### src/hdl/psu_pkg.sv
// ----------------------------------------------------------------------------
// psu_pkg
// Shared types, codes and the Paeth helper function of the PNG scanline unfilter.
// ----------------------------------------------------------------------------
`timescale 1ns / 1ps

package psu_pkg;

   localparam int CSR_DATA_W  = 16;
   localparam int CSR_INDEX_W = 2;

   localparam logic [CSR_INDEX_W-1:0] CSR_WIDTH  = 2'd0;
   localparam logic [CSR_INDEX_W-1:0] CSR_HEIGHT = 2'd1;
   localparam logic [CSR_INDEX_W-1:0] CSR_ALPHA  = 2'd2;

   localparam logic [2:0] FILT_NONE  = 3'd0;
   localparam logic [2:0] FILT_SUB   = 3'd1;
   localparam logic [2:0] FILT_UP    = 3'd2;
   localparam logic [2:0] FILT_AVG   = 3'd3;
   localparam logic [2:0] FILT_PAETH = 3'd4;
   localparam logic [2:0] FILT_BAD   = 3'd7;

   localparam logic [7:0] ALPHA_OPAQUE = 8'hFF;

   localparam int OQ_DEPTH = 4;
   localparam int OQ_PTR_W = 2;
   localparam int OQ_CNT_W = 3;

   typedef struct packed {
      logic       is_filter;
      logic       err;
      logic       discard;
      logic [2:0] kind;
      logic [1:0] ch;
      logic       pix_done;
      logic       last;
      logic       has_alpha;
      logic       up_ok;
      logic       wr_ok;
   } stage_ctl_type;

   typedef struct packed {
      logic [31:0] pixel;
      logic        last;
      logic        bad;
   } rsp_beat_type;

   function automatic logic [7:0] paeth_pred(input logic [7:0] a, input logic [7:0] b,
                                              input logic [7:0] c);
      logic signed [9:0] da;
      logic signed [9:0] db;
      logic signed [9:0] dc;
      logic [9:0]        pa;
      logic [9:0]        pb;
      logic [9:0]        pc;
      da = $signed({2'b00, b}) - $signed({2'b00, c});
      db = $signed({2'b00, a}) - $signed({2'b00, c});
      dc = $signed({2'b00, a}) + $signed({2'b00, b}) - $signed({1'b0, c, 1'b0});
      pa = da[9] ? 10'(-da) : 10'(da);
      pb = db[9] ? 10'(-db) : 10'(db);
      pc = dc[9] ? 10'(-dc) : 10'(dc);
      if (pa <= pb && pa <= pc) begin
         return a;
      end else if (pb <= pc) begin
         return b;
      end
      return c;
   endfunction

endpackage

### src/hdl/psu_out_fifo.sv
// ----------------------------------------------------------------------------
// psu_out_fifo
// Small result queue between the reconstruction stage and the rsp channel.
// ----------------------------------------------------------------------------
`timescale 1ns / 1ps

module psu_out_fifo (
   input  logic                          clock,
   input  logic                          reset,
   input  logic                          push,
   input  psu_pkg::rsp_beat_type         push_beat,
   output logic                          out_valid,
   input  logic                          out_ready,
   output psu_pkg::rsp_beat_type         out_beat,
   output logic [psu_pkg::OQ_CNT_W-1:0]  fill
);

   localparam int PTR_W = psu_pkg::OQ_PTR_W;
   localparam int CNT_W = psu_pkg::OQ_CNT_W;

   psu_pkg::rsp_beat_type entries [psu_pkg::OQ_DEPTH];
   logic [PTR_W-1:0] wr_ptr_ff;
   logic [PTR_W-1:0] rd_ptr_ff;
   logic [CNT_W-1:0] cnt_ff;
   logic             pop;

   assign out_valid = (cnt_ff != '0);
   assign pop       = out_valid && out_ready;
   assign out_beat  = entries[rd_ptr_ff];
   assign fill      = cnt_ff;

   always_ff @(posedge clock) begin
      if (push) begin
         entries[wr_ptr_ff] <= push_beat;
      end
   end

   always_ff @(posedge clock) begin
      if (reset) begin
         wr_ptr_ff <= '0;
         rd_ptr_ff <= '0;
         cnt_ff    <= '0;
      end else begin
         if (push) begin
            wr_ptr_ff <= wr_ptr_ff + PTR_W'(1);
         end
         if (pop) begin
            rd_ptr_ff <= rd_ptr_ff + PTR_W'(1);
         end
         unique case ({push, pop})
            2'b10:   cnt_ff <= cnt_ff + CNT_W'(1);
            2'b01:   cnt_ff <= cnt_ff - CNT_W'(1);
            default: cnt_ff <= cnt_ff;
         endcase
      end
   end

endmodule

### config.mk
export PLATFORM = sky130hd
export DESIGN_NAME = psu_out_fifo
export DESIGN_NICKNAME = d
export VERILOG_FILES = /design/src/hdl/psu_pkg.sv /design/src/hdl/psu_out_fifo.sv
export SDC_FILE = /design/constraint.sdc
export NUM_CORES = 1
export LEC_CHECK = 0
export BUFFER_PORTS_ARGS = -buffer_cell sky130_fd_sc_hd__buf_2
export CAP_MARGIN = 20
export CORE_ASPECT_RATIO = 0.8
export CORE_MARGIN = 4
export CORE_UTILIZATION = 51
export DETAILED_ROUTE_END_ITERATION = 8
export PLACE_DENSITY = 0.75
export SYNTH_ARGS = -nofsm -noshare
export SYNTH_HDL_FRONTEND = slang
export SYNTH_SLANG_ARGS = --single-unit
### constraint.sdc
create_clock -name clock -period 1.9 [get_ports clock]
set_input_delay 0.095 -clock clock [delete_from_list [all_inputs] [get_ports clock]]
set_output_delay 0.095 -clock clock [all_outputs]
set_load 0.01 [all_outputs]
==> metrics.md <==
| Metric | Value |
|---|---|
| Root buffer cell | `clkbuf_16` |
| Die area | `12,300 µm²` |
| Worst path max stage delay | `0.51 ns` |
| Overall Power | `0.008764 W` |
| CTS buffer count | `17` |
| Largest net degree at the start of global routing | `35` |
| Initial DRC Count | `207` |
| Vias in the first global route | `2,768` |
| Post-Route WL | `9013 µm` |
| GP Congestion | `0.6285` |
| Drt drc | `0` |
| Worst-margin pin slew | `0.9316 ns` |
| Global-route wire length before repair | `14,230 µm` |
| Pre-CTS WS | `-0.02205 ns` |
| DR vias | `2,615` |
| Fmax | `0.5478 GHz` |
| Setup crit end kind | `output port` |
| # port buffers | `75` |
| Die Wd | `123.0 µm` |
| Maximum vdd ir drop | `0.0009745 V` |
| Ant diodes | `0` |
| Slowest stage cell, crit path | `mux4_2` |
| Synthesis Warnings | `0` |
| Max cap viols | `0` |
| Top cell type's share of synthesized area | `0.7566` |
| Final instance area | `7012 µm²` |
| Initial Utilization | `0.5250` |
| Area growth syn-to-layout | `29.90%` |
| Post-route setup slack | `0.07447 ns` |
| Ranking of synthesized cells by area | `edfxtp_1, mux4_2, dfxtp_1, mux4_1, ha_1` |
| Post-Syn Area | `5398 µm²` |
| Vias per cell | `5.117` |
| Final Hold Fails | `0` |
| H-tree levels | `4` |
| Avg Inst Size Synth | `23.99 µm²` |
| Mapped Cells | `225` |
| Fin. max-slew vios | `0` |
| Remaining antenna violation count | `0` |
| Library cells used by synthesis | `21` |
| Worst hold path class | `in -> reg` |
| Critical Path Start Type | `flip-flop` |
| Later-pin clock latency in the skew report | `0.41 ns` |
| Final HPWL from detailed placement | `5097 µm` |
| FF+latch area | `4272 µm²` |
| DP Area | `5957 µm²` |
| Final-report setup violation count | `0` |
| Clk pin slew, worst setup/hold paths | `0.06 ns` |
| CTS sink count | `145` |
| Clock Path Buffers | `2` |
| GR Util All Layers | `0.1595` |
| Overflow after GRT | `0` |
| Crit path DAT | `1.73 ns` |
| Dominant cell type by area after synthesis | `edfxtp_1` |
| Fill cells | `649` |
| Layout cell share with drive strength beyond 1 | `0.4232` |
| Syn Nets | `269` |
| CP Class | `reg -> out` |
| DR pass1 iterations | `4` |
| Worst hold margin | `0.03968 ns` |
| Core ar. | `10,280 µm²` |
| Status | `finished, final reports clean` |
| Clk_skew | `0.006497 ns` |
| Num ports | `76` |
| Antenna violations before repair | `0` |
| Final Util | `0.6820` |
| Post-synthesis sequential area ratio | `0.7900` |
| Worst Path Max Fanout | `9` |
| Worst slew margin | `0.3790` |
| Fin nets | `402` |
| Crit share post-route | `0.9608` |
| TritonCTS clock tree | `done` |
| Placement Rows | `33` |
| CP Data Required Time | `1.80 ns` |
| Area of the multi-input gates | `1027 µm²` |
| Power Density | `1250 nW/µm²` |
| #FFs+latches synth | `145` |
| RSZ-0062 raised after global routing | `false` |
| CP cell instances | `buf_12 -> buf_12 -> mux4_2 -> buf_2` |
| Reg2Reg Setup Slack | `0.10 ns` |
| Final Critical Period | `1.826 ns` |
| Wire length per cell | `17.64 µm` |
| Worst path most repeated cell | `buf_12` |
| Lkg Pwr | `2.447 nW` |
| Die height | `100.0 µm` |
## placed cells by master (no fill, tap or decap)
master	Yosys	final
inv_6	0	2
inv_1	6	6
edfxtp_1	136	136
o311ai_0	1	1
nor2_1	8	8
clkinv_2	0	2
or3_1	2	2
xor2_1	3	3
buf_4	0	5
dfxtp_4	0	1
clkinv_1	0	3
o21ai_0	1	1
a21oi_1	2	2
mux2i_1	1	1
buf_2	3	75
clkbuf_16	0	17
xnor2_1	2	2
and2_2	0	4
dlygate4sd3_1	0	35
o31a_1	1	1
mux4_1	4	4
bufinv_16	0	3
dfxtp_2	0	3
buf_12	3	8
fa_2	0	1
clkinvlp_4	0	5
ha_1	5	4
mux4_2	30	30
ha_2	0	1
dfxtp_1	9	5
## where the power goes
group | switching, W | internal, W | total, W
Sequential | 0.0000781 | 0.00370 | 0.00378
Clock | 0.00120 | 0.00205 | 0.00325
Combinational | 0.000785 | 0.000947 | 0.00173
## logic make-up after synthesis
family / after synthesis / share of synthesized area
flops: 145 / 0.7900
mux: 35 / 0.1465
buf+inv: 15 / 0.02156
simple gates: 14 / 0.01252
fa+ha+maj: 6 / 0.01530
compound gates: 5 / 0.006027
xor+xnor: 5 / 0.008115
## flip-flops by register name, indices dropped and copies added (netlist names), named ones only
register / flops
entries: 136
wr_ptr_ff: 2
rd_ptr_ff: 2
fill: 3
## stage by stage
step	setup TNS [ns]	std cells
finish	0	511
detailed placement	-0.02205	437
global route	0	511
CTS	0	504
global placement	0	437
floorplan	0	225
## timing repair
| item | in CTS | in global routing |
|---|---|---|
| hold buffers | 35 | 0 |
| buffers inserted | 0 | 7 |
| gates cloned | 0 | 0 |
| resized for setup | 4 | 4 |
| pin swaps | 0 | 2 |
| endpoints found under the setup margin | 16 | 4 |
| endpoints found under the hold margin | 145 | 0 |
## final cells by class
class | count | area share
clock inverter | 15 | 0.02373
clock buffer | 17 | 0.06067
tap | 140 | 0.02498
timing repair buffer | 123 | 0.1317
inverter | 6 | 0.003212
sequential | 145 | 0.6092
multi-input combinational | 65 | 0.1465
## critical path: cells and delay by family (launching register included)
kind / cells / cell delay (ns)
buffers and inverters: 3 / 0.43
DFF: 1 / 0.38
muxes: 1 / 0.51
## cells in the mapped netlist
| library cell | instances |
|---|---|
| mux4_1 | 4 |
| o31a_1 | 1 |
| buf_12 | 3 |
| inv_1 | 6 |
| edfxtp_1 | 136 |
| xnor2_1 | 2 |
| buf_2 | 3 |
| and2_1 | 4 |
| mux2i_1 | 1 |
| o311ai_0 | 1 |
| fa_1 | 1 |
| a21oi_1 | 2 |
| buf_6 | 1 |
| nor2_1 | 8 |
| or3_1 | 2 |
| ha_1 | 5 |
| mux4_2 | 30 |
| clkbuf_1 | 2 |
| dfxtp_1 | 9 |
| xor2_1 | 3 |
| o21ai_0 | 1 |
## per-layer routing
metal / share of wire / track usage / routed length, µm
met1: 0.44 / 0.1984 / 3959
met2: 0.50 / 0.2558 / 4515
met3: 0.055 / 0.06873 / 499
met4: 0.0042 / 0.05106 / 38
met5: 0 / 0 / 0
## final timing paths
path,end,depth (start not counted),startpoint
worst max-delay path,out_beat[26],4,flip-flop
worst max register to register,fill[2]$_SDFFE_PP0P_,7,fill[2]$_SDFFE_PP0P_
worst min-delay path,wr_ptr_ff[1]$_SDFFE_PP0P_,3,push
worst min register to register,fill[2]$_SDFFE_PP0P_,2,fill[2]$_SDFFE_PP0P_
Power figures use the tool's default switching activity.
